`config.mk`:
```
export PLATFORM = sky130hd
export DESIGN_NAME = vpad_queue
export DESIGN_NICKNAME = d
export VERILOG_FILES = /design/src/rtl/vpad_pkg.sv /design/src/rtl/vpad_queue.sv
export SDC_FILE = /design/constraint.sdc
export NUM_CORES = 1
export LEC_CHECK = 0
export BUFFER_PORTS_ARGS = -buffer_cell sky130_fd_sc_hd__buf_2
export CAP_MARGIN = 20
export CORE_ASPECT_RATIO = 1.5
export CORE_MARGIN = 5
export CORE_UTILIZATION = 50
export CTS_CLUSTER_DIAMETER = 30
export DETAILED_ROUTE_END_ITERATION = 8
export PLACE_DENSITY = 0.71
export SYNTH_ARGS = -nofsm -noshare
export SYNTH_HDL_FRONTEND = slang
export SYNTH_SLANG_ARGS = --single-unit
```
`constraint.sdc`:
```
create_clock -name clk -period 5 [get_ports clk]
set_clock_uncertainty 0.1 [all_clocks]
set_input_delay 0.5 -clock clk [delete_from_list [all_inputs] [get_ports clk]]
set_output_delay 0.5 -clock clk [all_outputs]
set_load 0.02 [all_outputs]
```
`src/rtl/vpad_pkg.sv`:
```
// ============================================================================
// Volume edge replicate pad: shared package
// Sizes, widths, register indexes and the decoded operation that travels
// from the front end through the queue to the back end.
// ============================================================================
`default_nettype none

package vpad_pkg;

    localparam int MAX_WIDTH  = 256;
    localparam int MAX_HEIGHT = 256;
    localparam int MAX_DEPTH  = 256;

    localparam int CFG_W     = 9;
    localparam int CFG_IDX_W = 3;
    localparam int VOXEL_W   = 8;

    localparam int X_W  = $clog2(MAX_WIDTH);
    localparam int Y_W  = $clog2(MAX_HEIGHT);
    localparam int Z_W  = $clog2(MAX_DEPTH);
    localparam int SX_W = $clog2(MAX_WIDTH + 1);
    localparam int SY_W = $clog2(MAX_HEIGHT + 1);
    localparam int SZ_W = $clog2(MAX_DEPTH + 1);

    localparam int STORE_DEPTH = MAX_WIDTH * MAX_HEIGHT;
    localparam int ADDR_W      = $clog2(STORE_DEPTH);

    localparam int QUEUE_DEPTH = 4;
    localparam int QPTR_W      = $clog2(QUEUE_DEPTH);
    localparam int QCNT_W      = $clog2(QUEUE_DEPTH + 1);

    localparam logic [CFG_IDX_W-1:0] REG_SOURCE_WIDTH  = CFG_IDX_W'(0);
    localparam logic [CFG_IDX_W-1:0] REG_SOURCE_HEIGHT = CFG_IDX_W'(1);
    localparam logic [CFG_IDX_W-1:0] REG_SOURCE_DEPTH  = CFG_IDX_W'(2);
    localparam logic [CFG_IDX_W-1:0] REG_PADDED_WIDTH  = CFG_IDX_W'(3);
    localparam logic [CFG_IDX_W-1:0] REG_PADDED_HEIGHT = CFG_IDX_W'(4);
    localparam logic [CFG_IDX_W-1:0] REG_PADDED_DEPTH  = CFG_IDX_W'(5);

    localparam logic OP_SOURCE = 1'b0;
    localparam logic OP_TICK   = 1'b1;

    typedef struct packed {
        logic [CFG_W-1:0] source_width;
        logic [CFG_W-1:0] source_height;
        logic [CFG_W-1:0] source_depth;
        logic [CFG_W-1:0] padded_width;
        logic [CFG_W-1:0] padded_height;
        logic [CFG_W-1:0] padded_depth;
    } cfg_t;

    typedef enum logic [1:0] {
        KIND_DIRECT  = 2'd0,
        KIND_REPLICA = 2'd1,
        KIND_REJECT  = 2'd2
    } op_kind_t;

    typedef struct packed {
        op_kind_t            kind;
        logic [VOXEL_W-1:0]  value;
        logic [ADDR_W-1:0]   rd_addr;
        logic [ADDR_W-1:0]   wr_addr;
        logic                last;
    } pad_op_t;

endpackage

`default_nettype wire

```
`src/rtl/vpad_queue.sv`:
```
// ============================================================================
// Volume edge replicate pad: operation queue
// A short first-in first-out queue of decoded operations between the front
// end and the back end.
// ============================================================================
`default_nettype none

module vpad_queue (
    input  wire logic                        clk,
    input  wire logic                        rst_n,
    input  wire logic                        push,
    input  wire vpad_pkg::pad_op_t           push_op,
    output logic                             ready,
    input  wire logic                        pop,
    output logic                             valid,
    output vpad_pkg::pad_op_t                head,
    output logic [vpad_pkg::QCNT_W-1:0]      level
);

    vpad_pkg::pad_op_t               slot_reg [vpad_pkg::QUEUE_DEPTH];
    logic [vpad_pkg::QPTR_W-1:0]     wr_ptr_reg, wr_ptr_next;
    logic [vpad_pkg::QPTR_W-1:0]     rd_ptr_reg, rd_ptr_next;
    logic [vpad_pkg::QCNT_W-1:0]     count_reg, count_next;

    assign ready = (count_reg != vpad_pkg::QCNT_W'(vpad_pkg::QUEUE_DEPTH));
    assign valid = (count_reg != '0);
    assign head  = slot_reg[rd_ptr_reg];
    assign level = count_reg;

    always_comb
    begin
        wr_ptr_next = wr_ptr_reg;
        rd_ptr_next = rd_ptr_reg;
        if (push)
        begin
            wr_ptr_next = (wr_ptr_reg == vpad_pkg::QPTR_W'(vpad_pkg::QUEUE_DEPTH - 1))
                        ? '0 : wr_ptr_reg + vpad_pkg::QPTR_W'(1);
        end
        if (pop)
        begin
            rd_ptr_next = (rd_ptr_reg == vpad_pkg::QPTR_W'(vpad_pkg::QUEUE_DEPTH - 1))
                        ? '0 : rd_ptr_reg + vpad_pkg::QPTR_W'(1);
        end
        unique case ({push, pop})
            2'b10:   count_next = count_reg + vpad_pkg::QCNT_W'(1);
            2'b01:   count_next = count_reg - vpad_pkg::QCNT_W'(1);
            default: count_next = count_reg;
        endcase
    end

    always_ff @(posedge clk or negedge rst_n)
    begin
        if (!rst_n)
        begin
            wr_ptr_reg <= '0;
            rd_ptr_reg <= '0;
            count_reg  <= '0;
        end
        else
        begin
            wr_ptr_reg <= wr_ptr_next;
            rd_ptr_reg <= rd_ptr_next;
            count_reg  <= count_next;
        end
    end

    always_ff @(posedge clk)
    begin
        if (push)
        begin
            slot_reg[wr_ptr_reg] <= push_op;
        end
    end

endmodule

`default_nettype wire

```
==> results.md <==
- Via density per instance: ~5.5
- Area added between synthesis and finish: 18.4%
- Synth Net Count: ~320
- Overall routing resource usage: between 15 and 20%
- Number of distinct library cells after synthesis: 20
- Register-to-register path setup slack: roughly 3.0 ns
- Aggregate routed wire length: about 11 mm
- Flip-flop count of the largest register, all copies and words added: ~170
- Placed Instance Area: around 7300 sq um
- Fraction of post-synthesis cell area in the top cell type by area: 77.3%
- Startpoint types: flip-flop
- Clock insertion delay at the later pin of the skew report: 0.41 ns
- Post-route minimum period: slightly below 3 ns
- Critical Path AT: ~2.3 ns
- Number of instances in the placed design: ~500
- Leak: about 2.8 nW
- Hold-critical path depth: 1
- Fraction of met3 tracks used by global routing: under 10%
- Final count of negative-setup-slack endpoints: 0
- Critical path start-end classification: flip-flop to output pin
- Row count: slightly above 50
- Worst Path Max Fanout: 46
- Status: finished, final reports clean
- Die Wd: ~100 um
- Clock Path Buffers: 2
- Number of placed I/O pins: between 90 and 100
- Peak supply drop: about 0.4 mV
- Post-cts gate resize count: 0
- Max Cap Violations: 0
- Final Non-Filler Cells: between 500 and 600
- Critical path data required time: about 4.4 ns
- Setup repair after global routing missed its margin: no
- Congestion Overflow GR: 0
- Grt met2 use: about a quarter
- Post-synthesis instance area: between 6000 and 7000 sq um
- Number of buffers added on ports: 94
- Area of all placed cells without fillers: 7910 sq um
- Synth warn: 0
- Reg-to-reg critical path startpoint: wr_ptr_reg[0]$_DFFE_PN0P_
- Maximum achievable frequency: roughly 350 MHz
- End point of the most critical hold path: slot_reg[3][15]$_DFFE_PP_
- Pin slew with the least headroom to its limit: approximately 0.92 ns
- Die Ht: about 150 um
- Count of cells along the worst register-to-register path: 4
- Initial detailed-routing violation count: ~130
- Final worst path period share: 57.7%
- Final estimated routing congestion in global placement: just under 0.7
- Commonest cells after routing, fill and taps aside: sky130_fd_sc_hd__edfxtp_1 (172), sky130_fd_sc_hd__buf_2 (94), sky130_fd_sc_hd__mux4_2 (38)
- Bufs and invs on worst path: 1
- Critical register-to-register path endpoint: slot_reg[2][36]$_DFFE_PP_
- CTS tree: built
- Yosys top cell by area: sky130_fd_sc_hd__edfxtp_1
- Pins Over Slew Limit: 0
- Critical path, cell by cell: mux4_1, buf_2
- Cell family with the largest share of critical-path delay: flip-flops
- Clock Sinks: 179
- Standard cell core area: around 13000 sq um
- Crit end category: output pin
- Pin count of the biggest net entering global routing: 47
- Layer carrying the most global-route usage: met2
- Antenna Cells: 0
- Synth Instances: 263
- Number of synthesized register bits: 179
- Max H-tree Level: 4
- Commonest non-fill, non-tap cell in the layout: sky130_fd_sc_hd__edfxtp_1
- Remaining antenna violation count: 0
- Total iterations of the first detailed-routing run: 4
- Met1 track demand over resource in global routing: around 18%
- Detailed placer's ending HPWL: approximately 6.8 mm
- Proportion of synthesized chip area in sequential cells: between 70% and 80%
- Average detailed-routed wire length per instance: about 21 um
- Number of antenna violations at the first check in global routing: 1
- Critical Path Max Stage Delay: just over 1 ns
- Number of buffers created by CTS: 17
- Vias in the first global route: ~3300
- Routed vias: 2986
- Mean area per synthesized cell: about 25 sq um
- Final Hold Vio Count: 0
- Fraction of final layout cells with drive strength greater than 1: 45.7%
- Type of the most critical hold path: input port to flip-flop
- Initial Utilization: 51.1%
- Power density relative to cell area: roughly 600 nW/um^2
- Net count, final: 426
- Slowest cell on crit path: sky130_fd_sc_hd__dfrtp_4
- First-pass GRT wire length: roughly 18 mm
- DIE AREA: approximately 16000 sq um
- Residual DRC: 0
- Worst min-delay path startpoint: push_op[15]
- Clock transition time at the flip-flop clock pins of the worst setup and hold paths: ~0.070 ns
- Clock root buffer: sky130_fd_sc_hd__clkbuf_16
- Top cells by area, synth: sky130_fd_sc_hd__edfxtp_1 (77%), sky130_fd_sc_hd__mux4_2 (13%), sky130_fd_sc_hd__dfrtp_1 (2.6%), sky130_fd_sc_hd__mux4_1 (2.0%), sky130_fd_sc_hd__buf_12 (1.2%)
- Setup_tns: 0 ns
- Worst relative slew slack: 38.7%
-- report_power, final --
part / internal, mW / switching, mW
Combinational: 0.580 / 0.732
Clock: 0.794 / 0.542
Sequential: 1.93 / 0.187
Total: 3.30 / 1.46
-- per-stage QoR --
step	hold WS (ns)	power [mW]	worst slack [ns]	util [%]
2_1_floorplan	0.104	3.11	2.84	-
3_3_place_gp	0.238	3.46	2.49	55.6
3_5_place_dp	0.241	3.50	2.49	55.8
4_1_cts	0.170	4.84	2.03	60.5
5_1_grt	0.172	5.00	1.93	60.5
6_report	0.189	4.76	2.12	60.5
-- cell families after synthesis --
family	count (synthesis)	share of synthesized area, %
AOI/OAI and AO/OA	2	0.150
xor gates and xnor gates	3	0.393
adders and majority gates	7	1.42
buffers and inverters	16	2.08
DFF	179	79.9
muxes	46	15.3
and+or+nand+nor	10	0.805
-- metal layers --
layer / vias up / routed length, um
met3: 20 / 467
li1: 1337 / -
met1: 1554 / 4370
met5: - / 7
met4: 2 / 211
met2: 73 / 6260
-- cell type report --
| class | count | area, sq um |
|---|---|---|
| Sequential cell | 179 | 5350 |
| Fill cell | 900 | 5170 |
| Multi-Input combinational cell | 68 | 1210 |
| Timing Repair Buffer | 100 | 531 |
| Clock buffer | 18 | 429 |
| Tap cell | 159 | 199 |
| Clock inverter | 14 | 176 |
| Inverter | 6 | 22.5 |
-- how the worst max path moves through the flow --
stage,slack [ns],start,endpoint,depth (start not counted)
floorplan,2.84,wr_ptr_reg[0]$_DFFE_PN0P_,slot_reg[0][0]$_DFFE_PP_,3
global placement,2.49,rd_ptr_reg[0]$_DFFE_PN0P_,head[3],2
detailed placement,2.49,rd_ptr_reg[0]$_DFFE_PN0P_,head[0],2
CTS,2.03,rd_ptr_reg[0]$_DFFE_PN0P_,head[0],2
global route,1.93,rd_ptr_reg[0]$_DFFE_PN0P_,head[38],2
finish,2.12,rd_ptr_reg[0]$_DFFE_PN0P_,head[42],2
-- Yosys cell counts --
cell	instances
sky130_fd_sc_hd__edfxtp_1	172
sky130_fd_sc_hd__mux4_2	38
sky130_fd_sc_hd__dfrtp_1	7
sky130_fd_sc_hd__ha_1	6
sky130_fd_sc_hd__inv_1	6
sky130_fd_sc_hd__buf_2	5
sky130_fd_sc_hd__mux4_1	5
sky130_fd_sc_hd__and2_1	4
sky130_fd_sc_hd__buf_12	4
sky130_fd_sc_hd__mux2_2	2
sky130_fd_sc_hd__nor2_1	2
sky130_fd_sc_hd__o21ai_0	2
sky130_fd_sc_hd__or3_1	2
sky130_fd_sc_hd__xor2_1	2
sky130_fd_sc_hd__buf_6	1
sky130_fd_sc_hd__fa_1	1
sky130_fd_sc_hd__mux2i_1	1
sky130_fd_sc_hd__nand2_1	1
sky130_fd_sc_hd__nand3_1	1
sky130_fd_sc_hd__xnor2_1	1
-- timing repair --
| action | in CTS | in global routing |
|---|---|---|
| setup endpoints to repair | 0 | 0 |
| hold buffers | 1 | 0 |
| endpoints found under the hold margin | 7 | 0 |
| setup buffers | 0 | 0 |
Note: power is estimated with default switching activity, not from simulation.
