$ cat config.mk
export PLATFORM = sky130hd
export DESIGN_NAME = vpad_front
export DESIGN_NICKNAME = d
export VERILOG_FILES = /design/src/rtl/vpad_pkg.sv /design/src/rtl/vpad_front.sv
export SDC_FILE = /design/constraint.sdc
export NUM_CORES = 1
export LEC_CHECK = 0
export BUFFER_PORTS_ARGS = -buffer_cell sky130_fd_sc_hd__clkbuf_2
export CORE_UTILIZATION = 50
export CTS_CLUSTER_SIZE = 40
export DETAILED_ROUTE_END_ITERATION = 8
export PLACE_DENSITY_LB_ADDON = 0.15
export REMOVE_ABC_BUFFERS = 1
export SYNTH_ARGS = -nofsm -noshare
export SYNTH_HDL_FRONTEND = slang
export SYNTH_SLANG_ARGS = --single-unit
$ cat constraint.sdc
create_clock -name clk -period 14.2 [get_ports clk]
set_clock_uncertainty 0.2 [all_clocks]
set_input_delay 2.84 -clock clk [delete_from_list [all_inputs] [get_ports clk]]
set_output_delay 2.84 -clock clk [all_outputs]
set_load 0.03 [all_outputs]
$ cat src/rtl/vpad_pkg.sv
// ============================================================================
// Volume edge replicate pad: shared package
// Sizes, widths, register indexes and the decoded operation that travels
// from the front end through the queue to the back end.
// ============================================================================
`default_nettype none

package vpad_pkg;

    localparam int MAX_WIDTH  = 256;
    localparam int MAX_HEIGHT = 256;
    localparam int MAX_DEPTH  = 256;

    localparam int CFG_W     = 9;
    localparam int CFG_IDX_W = 3;
    localparam int VOXEL_W   = 8;

    localparam int X_W  = $clog2(MAX_WIDTH);
    localparam int Y_W  = $clog2(MAX_HEIGHT);
    localparam int Z_W  = $clog2(MAX_DEPTH);
    localparam int SX_W = $clog2(MAX_WIDTH + 1);
    localparam int SY_W = $clog2(MAX_HEIGHT + 1);
    localparam int SZ_W = $clog2(MAX_DEPTH + 1);

    localparam int STORE_DEPTH = MAX_WIDTH * MAX_HEIGHT;
    localparam int ADDR_W      = $clog2(STORE_DEPTH);

    localparam int QUEUE_DEPTH = 4;
    localparam int QPTR_W      = $clog2(QUEUE_DEPTH);
    localparam int QCNT_W      = $clog2(QUEUE_DEPTH + 1);

    localparam logic [CFG_IDX_W-1:0] REG_SOURCE_WIDTH  = CFG_IDX_W'(0);
    localparam logic [CFG_IDX_W-1:0] REG_SOURCE_HEIGHT = CFG_IDX_W'(1);
    localparam logic [CFG_IDX_W-1:0] REG_SOURCE_DEPTH  = CFG_IDX_W'(2);
    localparam logic [CFG_IDX_W-1:0] REG_PADDED_WIDTH  = CFG_IDX_W'(3);
    localparam logic [CFG_IDX_W-1:0] REG_PADDED_HEIGHT = CFG_IDX_W'(4);
    localparam logic [CFG_IDX_W-1:0] REG_PADDED_DEPTH  = CFG_IDX_W'(5);

    localparam logic OP_SOURCE = 1'b0;
    localparam logic OP_TICK   = 1'b1;

    typedef struct packed {
        logic [CFG_W-1:0] source_width;
        logic [CFG_W-1:0] source_height;
        logic [CFG_W-1:0] source_depth;
        logic [CFG_W-1:0] padded_width;
        logic [CFG_W-1:0] padded_height;
        logic [CFG_W-1:0] padded_depth;
    } cfg_t;

    typedef enum logic [1:0] {
        KIND_DIRECT  = 2'd0,
        KIND_REPLICA = 2'd1,
        KIND_REJECT  = 2'd2
    } op_kind_t;

    typedef struct packed {
        op_kind_t            kind;
        logic [VOXEL_W-1:0]  value;
        logic [ADDR_W-1:0]   rd_addr;
        logic [ADDR_W-1:0]   wr_addr;
        logic                last;
    } pad_op_t;

endpackage

`default_nettype wire

$ cat src/rtl/vpad_front.sv
// ============================================================================
// Volume edge replicate pad: front end
// Tracks the raster position and the last source voxel of the row, checks
// each request against the position and decodes it into a store operation.
// ============================================================================
`default_nettype none

module vpad_front (
    input  wire logic                          clk,
    input  wire logic                          rst_n,
    input  wire vpad_pkg::cfg_t                cfg,
    input  wire logic                          in_valid,
    output logic                               in_ready,
    input  wire logic                          opcode,
    input  wire logic [vpad_pkg::VOXEL_W-1:0]  voxel_value,
    input  wire logic                          q_ready,
    output logic                               push,
    output vpad_pkg::pad_op_t                  op
);

    function automatic int unsigned clamp_dim(logic [vpad_pkg::CFG_W-1:0] v,
                                              int unsigned mx);
        int unsigned r;
        if (v == '0)
        begin
            r = 1;
        end
        else if (int'(v) > int'(mx))
        begin
            r = mx;
        end
        else
        begin
            r = int'(v);
        end
        return r;
    endfunction

    function automatic logic [vpad_pkg::ADDR_W-1:0] store_addr(
        logic [vpad_pkg::X_W-1:0] x, logic [vpad_pkg::Y_W-1:0] y);
        return vpad_pkg::ADDR_W'(y) * vpad_pkg::ADDR_W'(vpad_pkg::MAX_WIDTH)
             + vpad_pkg::ADDR_W'(x);
    endfunction

    logic [vpad_pkg::X_W-1:0]     pos_x_reg, pos_x_next;
    logic [vpad_pkg::Y_W-1:0]     pos_y_reg, pos_y_next;
    logic [vpad_pkg::Z_W-1:0]     pos_z_reg, pos_z_next;
    logic [vpad_pkg::VOXEL_W-1:0] row_last_reg, row_last_next;

    logic [vpad_pkg::SX_W-1:0] sw, pw_c, pw, x_ext, x_inc;
    logic [vpad_pkg::SY_W-1:0] sh, ph_c, ph, y_ext, y_inc;
    logic [vpad_pkg::SZ_W-1:0] sd, pd_c, pd, z_ext, z_inc;
    logic in_source, reject, wrap_x, wrap_y, wrap_z, accept;

    always_comb
    begin
        sw   = vpad_pkg::SX_W'(clamp_dim(cfg.source_width,  vpad_pkg::MAX_WIDTH));
        sh   = vpad_pkg::SY_W'(clamp_dim(cfg.source_height, vpad_pkg::MAX_HEIGHT));
        sd   = vpad_pkg::SZ_W'(clamp_dim(cfg.source_depth,  vpad_pkg::MAX_DEPTH));
        pw_c = vpad_pkg::SX_W'(clamp_dim(cfg.padded_width,  vpad_pkg::MAX_WIDTH));
        ph_c = vpad_pkg::SY_W'(clamp_dim(cfg.padded_height, vpad_pkg::MAX_HEIGHT));
        pd_c = vpad_pkg::SZ_W'(clamp_dim(cfg.padded_depth,  vpad_pkg::MAX_DEPTH));
        pw   = (pw_c < sw) ? sw : pw_c;
        ph   = (ph_c < sh) ? sh : ph_c;
        pd   = (pd_c < sd) ? sd : pd_c;

        x_ext = vpad_pkg::SX_W'(pos_x_reg);
        y_ext = vpad_pkg::SY_W'(pos_y_reg);
        z_ext = vpad_pkg::SZ_W'(pos_z_reg);
        x_inc = x_ext + vpad_pkg::SX_W'(1);
        y_inc = y_ext + vpad_pkg::SY_W'(1);
        z_inc = z_ext + vpad_pkg::SZ_W'(1);
        wrap_x = (x_inc >= pw);
        wrap_y = (y_inc >= ph);
        wrap_z = (z_inc >= pd);

        in_source = (x_ext < sw) && (y_ext < sh) && (z_ext < sd);
        reject    = in_source ? (opcode != vpad_pkg::OP_SOURCE)
                              : (opcode != vpad_pkg::OP_TICK);
    end

    assign in_ready = q_ready;
    assign accept   = in_valid && q_ready;
    assign push     = accept;

    always_comb
    begin
        op.kind    = vpad_pkg::KIND_DIRECT;
        op.value   = voxel_value;
        op.wr_addr = store_addr(pos_x_reg, pos_y_reg);
        op.rd_addr = store_addr(pos_x_reg, pos_y_reg);
        op.last    = wrap_x && wrap_y && wrap_z;
        priority if (reject)
        begin
            op.kind  = vpad_pkg::KIND_REJECT;
            op.value = '0;
            op.last  = 1'b0;
        end
        else if (in_source)
        begin
            op.kind  = vpad_pkg::KIND_DIRECT;
        end
        else if (z_ext >= sd)
        begin
            op.kind  = vpad_pkg::KIND_REPLICA;
        end
        else if (y_ext >= sh)
        begin
            op.kind    = vpad_pkg::KIND_REPLICA;
            op.rd_addr = store_addr(pos_x_reg, pos_y_reg - vpad_pkg::Y_W'(1));
        end
        else
        begin
            op.kind  = vpad_pkg::KIND_DIRECT;
            op.value = row_last_reg;
        end
    end

    always_comb
    begin
        pos_x_next    = pos_x_reg;
        pos_y_next    = pos_y_reg;
        pos_z_next    = pos_z_reg;
        row_last_next = row_last_reg;
        if (accept && !reject)
        begin
            if (in_source && (x_inc == sw))
            begin
                row_last_next = voxel_value;
            end
            if (wrap_x)
            begin
                pos_x_next = '0;
                if (wrap_y)
                begin
                    pos_y_next = '0;
                    pos_z_next = wrap_z ? '0 : vpad_pkg::Z_W'(z_inc);
                end
                else
                begin
                    pos_y_next = vpad_pkg::Y_W'(y_inc);
                end
            end
            else
            begin
                pos_x_next = vpad_pkg::X_W'(x_inc);
            end
        end
    end

    always_ff @(posedge clk or negedge rst_n)
    begin
        if (!rst_n)
        begin
            pos_x_reg    <= '0;
            pos_y_reg    <= '0;
            pos_z_reg    <= '0;
            row_last_reg <= '0;
        end
        else
        begin
            pos_x_reg    <= pos_x_next;
            pos_y_reg    <= pos_y_next;
            pos_z_reg    <= pos_z_next;
            row_last_reg <= row_last_next;
        end
    end

endmodule

`default_nettype wire

==> results.sh, run 1 <==
export IMPL_io_pins=112
export IMPL_syn_avg_cell_area_um2=8.35
export IMPL_first_pass_iters=5
export IMPL_rows=35
export IMPL_coreArea_mm2=0.00920
export IMPL_die_w_um=99.2
export IMPL_dieHeight_um=99.2
export IMPL_rsz0062_at_grt="no"
export IMPL_ys_seq_area_share_pct=17.0
export IMPL_cts_root_buf="clkbuf_8"
export IMPL_min_path_type="reg2reg"
export IMPL_initial_core_util_pct=51.3
export IMPL_cp_max_fo=11
export IMPL_cts_hold_buffers_added=0
export IMPL_post_cts_resized=0
export IMPL_final_nets=801
export IMPL_cp_end_kind="output pin"
export IMPL_synth_edf_count=0
export IMPL_fillers=863
export IMPL_synth_area_mm2=0.00472
export IMPL_synth_seq_cells=32
export IMPL_fp_dieArea_mm2=0.00983
export IMPL_finalCriticalPeriod_ns=10.47
export IMPL_syn2layout_area_growth_pct=13.2
export IMPL_clk_pin_slew_ns=0.06
export IMPL_synthArstFlopShare_pct=100
export IMPL_multi_input_area_mm2=0.00360
export IMPL_postSynthCellCount=565
export IMPL_grt_usage_pct=23.9
export IMPL_grt_util_met1_pct=33.2
export IMPL_portBuffers=111
export IMPL_status="complete, no violations"
export IMPL_power_uw=540
export IMPL_cp_start_kind="primary input"
export IMPL_synthFlopType="dfrtp_1"
export IMPL_worstPathRequired_ns=11.16
export IMPL_antenna_found_initial=0
export IMPL_dp_hpwl_mm=9.65
export IMPL_design_area_mm2=0.00534
export IMPL_ir_drop_v=0.000101
export IMPL_yosysWarningCount=0
export IMPL_post_cts_setup_buffer_count=0
export IMPL_worstMarginPinSlew_ns=0.932
export IMPL_final_layout_size_suffix_gt1_share_pct=22.4
export IMPL_synth_area_leaders="ha_1, dfrtp_1, nor2b_1, mux2i_1, o21ai_0"
export IMPL_n_antenna_cell=0
export IMPL_grt_pass1_wl_mm=19.3
export IMPL_grtUsageMet3_pct=3.16
export IMPL_max_freq_mhz=95.5
export IMPL_vias_per_cell=5.84
export IMPL_overflow=0
export IMPL_routed_wl_mm=11.7
export IMPL_relSlewSlack_pct=37.5
export IMPL_cts_sinks=32
export IMPL_grt_busiest_layer="met2"
export IMPL_drtIter0Drc=168
export IMPL_p_per_area_mw_per_mm2=101
export IMPL_gp_congestion=0.902
export IMPL_tns_ns=0
export IMPL_routedWlPerCell_um=15.2
export IMPL_drv_slew=0
export IMPL_yosysTopAreaCell="ha_1"
export IMPL_p_leak_uw=0.00270
export IMPL_max_cap_violations=0
export IMPL_seqCellArea_um2=801
export IMPL_grt_max_degree=33
export IMPL_min_period_over_period_pct=73.7
export IMPL_yosysUniqueCellTypes=63
export IMPL_clk_latency_ns=0.28
export IMPL_drc=0
export IMPL_final_hold_violation_count=0
export IMPL_htree_levels=2
export IMPL_cts_tree="yes"
export IMPL_setup_viol=0
export IMPL_ant_nets=0
export IMPL_grt_pass1_vias=4137
export IMPL_clock_tree_buffer_depth=2
export IMPL_yosysTopAreaCellShare_pct=20.9
export IMPL_placement_cell_area_mm2=0.00527
export IMPL_path_class="in2out"
export IMPL_routed_via_count=4475
export IMPL_crit_arrival_ns=7.43
export IMPL_met2_usage_pct=41.0
export IMPL_cts_buffers=5
## path summary, 6_finish.rpt
| kind | to | startpoint | slack [ns] | cells past startpoint |
|---|---|---|---|---|
| max | op[0] | cfg[53] | 3.73 | 19 |
| min | row_last_reg[2]$_DFFE_PN0P_ | row_last_reg[2]$_DFFE_PN0P_ | 0.29 | 1 |
| max reg2reg | pos_z_reg[3]$_DFFE_PN0P_ | pos_x_reg[0]$_DFFE_PN0P_ | 10.09 | 12 |
| min reg2reg | row_last_reg[2]$_DFFE_PN0P_ | row_last_reg[2]$_DFFE_PN0P_ | 0.29 | 1 |
| max in group asynchronous | pos_x_reg[5]$_DFFE_PN0P_ | rst_n | 10.83 | 1 |
| min in group asynchronous | row_last_reg[6]$_DFFE_PN0P_ | rst_n | 2.45 | 1 |
## layout make-up
class,instances,area share (%)
clock buffer,6,1.36
clock inverter,1,0.0937
inverter,40,2.81
multi-input combinational,463,67.5
sequential,32,15.0
tap,111,2.60
timing repair buffer,113,10.7
## stage by stage
step / utilization [%] / hold WS, ns / std cells / worst slack, ns
final: 58.1 / 0.286 / 766 / 3.73
after global routing: 58.1 / 0.309 / 766 / 3.36
after CTS: 58.1 / 0.289 / 766 / 3.81
after detailed placement: 57.3 / 0.275 / 759 / 3.82
after global placement: 57.3 / 0.267 / 759 / 4.00
after floorplan: - / 0.259 / 535 / 4.32
## cell families after synthesis
kind of cell    Yosys count  synth area share, %
simple gates            183                 22.4
mux                      37                 8.17
flops                    32                 17.0
fa+ha+maj                79                 20.9
compound gates          136                 19.2
buf+inv                  70                 6.81
xor+xnor                 28                 5.51
## report_power, final
group	switching, uW	leakage [uW]	internal [uW]
clock	33.1	0.0000410	33.3
sequential	34.2	0.000425	107
combinational	208	0.00224	125
## worst max-delay path: stages
cell and delay, ns:
clkbuf_2 0.18, inv_1 0.16, nand2_1 0.16, ha_1 0.35, a21o_1 0.17, a21o_1 0.18
a21oi_1 0.14, nor2b_1 0.06, o31ai_1 0.28, nand2_1 0.36, mux2_1 0.42, ha_1 0.26
nand2b_1 0.10, a211o_1 0.12, a2111oi_1 0.06, o21bai_1 0.69, nand2_1 0.39, nor3b_1 0.27
clkbuf_2 0.23
## cell usage in the layout, fill, tap and decap left out, types with 6 or more instances in the layout
cell,n
o21ai_1,11
nor4_1,7
mux2_1,9
nand3_1,13
nor2_1,26
o31ai_1,15
a21o_1,9
mux2i_1,25
o21ai_0,31
a21oi_1,27
nor3_1,11
nand4_1,7
nor2b_1,42
xor2_1,10
inv_1,40
and3_1,14
xnor2_1,15
or2_2,6
clkbuf_2,111
a211oi_1,7
a22o_1,8
dfrtp_1,32
nand2_1,17
nand2b_1,14
ha_1,79
## synth_stat cells, types with 3 or more instances
cell type and instances:
a2111oi_0 5, a211oi_1 7, a21o_1 9, a21oi_1 27, a22o_1 8, and3_1 14
buf_2 8, buf_4 13, clkbuf_1 9, dfrtp_1 32, ha_1 79, inv_1 40
mux2_1 9, mux2_2 3, mux2i_1 25, nand2_1 17, nand2b_1 14, nand3_1 13
nand4_1 7, nand4b_1 3, nor2_1 26, nor2b_1 42, nor3_1 11, nor4_1 7
o21ai_0 31, o21ai_1 11, o31ai_1 15, o41ai_1 3, or2_2 6, or3_1 4
xnor2_1 15, xor2_1 11
## metal layers
| layer | routed length [um] | up-vias |
|---|---|---|
| li1 | - | 2250 |
| met1 | 5600 | 2094 |
| met2 | 5450 | 126 |
| met3 | 581 | 5 |
| met4 | 37 | 0 |
| met5 | 0 | - |
Power figures use the tool's default switching activity.
==> run 2: changes to the inputs <==
- clock period: 14.2 -> 9.1 ns (I/O delays scaled with it)
==> results.sh, run 2 (synthesis gave the netlist of run 1 again) <==
export IMPL_power_frac_comb_pct=62.0
export IMPL_tns_ns=0
export IMPL_min_period_over_period_pct=91.8
export IMPL_max_cap_violations=0
export IMPL_cts_hold_buffers_added=0
export IMPL_antenna_found_initial=0
export IMPL_dieHeight_um=99.2
export IMPL_cp_max_fo=11
export IMPL_worst_path_buf_inv=3
export IMPL_path_cells="clkbuf_2 -> inv_1 -> nand2_1 -> ha_1 -> a21o_1 -> a21o_1 -> a21oi_1 -> nor2b_1 -> o31ai_1 -> nand2_1 -> mux2_1 -> ha_1 -> nand2b_1 -> a211o_1 -> a2111oi_1 -> o21bai_1 -> nand2_1 -> nor3b_1 -> clkbuf_2"
export IMPL_power_share_sequential_pct=26.1
export IMPL_setup_slack_ns=0.744
export IMPL_coreArea_mm2=0.00920
export IMPL_ir_drop_v=0.000141
export IMPL_max_freq_mhz=120
export IMPL_clk_latency_ns=0.28
export IMPL_final_layout_size_suffix_gt1_share_pct=22.6
export IMPL_grt_pass1_wl_mm=19.9
export IMPL_p_switching_uw=429
export IMPL_p_per_area_mw_per_mm2=158
export IMPL_initial_core_util_pct=51.3
export IMPL_clk_pin_slew_ns=0.06
export IMPL_place_ws_ns=0.794
export IMPL_dp_hpwl_mm=9.73
export IMPL_switching_share_pct=50.9
export IMPL_clkPwrFrac_pct=11.9
export IMPL_placement_cell_area_mm2=0.00527
export IMPL_crit_arrival_ns=6.34
export IMPL_io_pins=112
export IMPL_worstMarginPinSlew_ns=0.973
export IMPL_crit_slowest_cell="o21bai_1"
export IMPL_rows=35
export IMPL_cts_tree="yes"
export IMPL_worstPathRequired_ns=7.08
export IMPL_final_cell_mix="clkbuf_2, ha_1, nor2b_1"
export IMPL_gp_congestion=0.966
export IMPL_cpMostUsedCell="nand2_1"
export IMPL_path_class="in2out"
export IMPL_vias_per_cell=5.86
export IMPL_portBuffers=111
export IMPL_met2_usage_pct=42.7
export IMPL_drtIter0Drc=219
export IMPL_grt_max_degree=33
export IMPL_routedWlPerCell_um=15.4
export IMPL_crit_family="compound AO/OA/AOI/OAI gates"
export IMPL_grt_busiest_layer="met2"
export IMPL_cp_start_kind="primary input"
export IMPL_setup_viol=0
export IMPL_cts_buffers=5
export IMPL_die_w_um=99.2
export IMPL_relSlewSlack_pct=34.7
export IMPL_first_pass_iters=4
export IMPL_min_path_type="reg2reg"
export IMPL_cp_end_kind="output pin"
export IMPL_grt_usage_pct=24.6
export IMPL_slowest_delay_ns=0.65
export IMPL_fillers=852
export IMPL_htree_levels=2
export IMPL_final_common_cell="clkbuf_2"
export IMPL_final_nets=802
export IMPL_final_hold_violation_count=0
export IMPL_drc=0
export IMPL_ant_nets=0
export IMPL_power_uw=843
export IMPL_post_cts_resized=0
export IMPL_p_leak_uw=0.00271
export IMPL_finalCriticalPeriod_ns=8.36
export IMPL_grt_util_met1_pct=33.2
export IMPL_syn2layout_area_growth_pct=13.4
export IMPL_cts_sinks=32
export IMPL_n_antenna_cell=0
export IMPL_post_cts_setup_buffer_count=0
export IMPL_fp_dieArea_mm2=0.00983
export IMPL_routed_wl_mm=11.8
export IMPL_internal_power_uw=414
export IMPL_grt_pass1_vias=4260
export IMPL_overflow=0
export IMPL_cts_root_buf="clkbuf_8"
export IMPL_rsz0062_at_grt="no"
export IMPL_design_area_mm2=0.00535
export IMPL_drv_slew=0
export IMPL_status="complete, no violations"
export IMPL_grtUsageMet3_pct=3.87
export IMPL_clock_tree_buffer_depth=2
export IMPL_routed_via_count=4494
-- run 2: area by class of cell --
| type | instances | area (um2) | area share (%) |
|---|---|---|---|
| clock buffers | 6 | 72.6 | 1.36 |
| clock inverters | 1 | 5.00 | 0.0935 |
| inverters | 40 | 150 | 2.81 |
| multi-input cells | 463 | 3600 | 67.4 |
| flip-flops and latches | 32 | 801 | 15.0 |
| well taps | 111 | 139 | 2.60 |
| repair buffers | 114 | 578 | 10.8 |
-- run 2: layer usage --
layer	vias up	wire, um
met5	-	0
met2	125	5510
li1	2253	-
met4	0	80
met1	2107	5650
met3	9	538
-- run 2: path summary, 6_finish.rpt --
kind,to,startpoint,slack [ns],cells after the start
worst max-delay path,op[0],cfg[53],0.74,19
worst min-delay path,row_last_reg[6]$_DFFE_PN0P_,row_last_reg[6]$_DFFE_PN0P_,0.29,1
worst max register to register,pos_z_reg[4]$_DFFE_PN0P_,pos_x_reg[1]$_DFFE_PN0P_,5.08,12
worst min register to register,row_last_reg[6]$_DFFE_PN0P_,row_last_reg[6]$_DFFE_PN0P_,0.29,1
max in group asynchronous,pos_x_reg[0]$_DFFE_PN0P_,rst_n,6.78,1
min in group asynchronous,row_last_reg[5]$_DFFE_PN0P_,rst_n,1.42,1
-- run 2: power by group through the flow --
stage	clock network, uW	logic [uW]	registers (uW)
final	101	523	220
after global routing	114	582	225
after CTS	105	522	218
after detailed placement	0	519	221
after global placement	0	509	220
after floorplan	0	317	259
-- run 2: worst register-to-register path: stages (launching register included) --
cell and delay [ns]:
dfrtp_1 0.53, ha_1 0.31, nand3_1 0.11, xor2_1 0.29, inv_1 0.08, ha_1 0.30
nand4_1 0.07, nor2_1 0.10, a2111oi_1 0.07, o21bai_1 0.65, nand2_1 0.40, or4_4 0.56
o31ai_1 0.24
-- run 2: metrics by stage --
stage               util (%)  hold slack (ns)  std cells
floorplan                  -            0.259        535
global placement        57.3            0.267        760
detailed placement      57.3            0.275        760
CTS                     58.2            0.290        767
global route            58.2            0.311        767
finish                  58.2            0.289        767
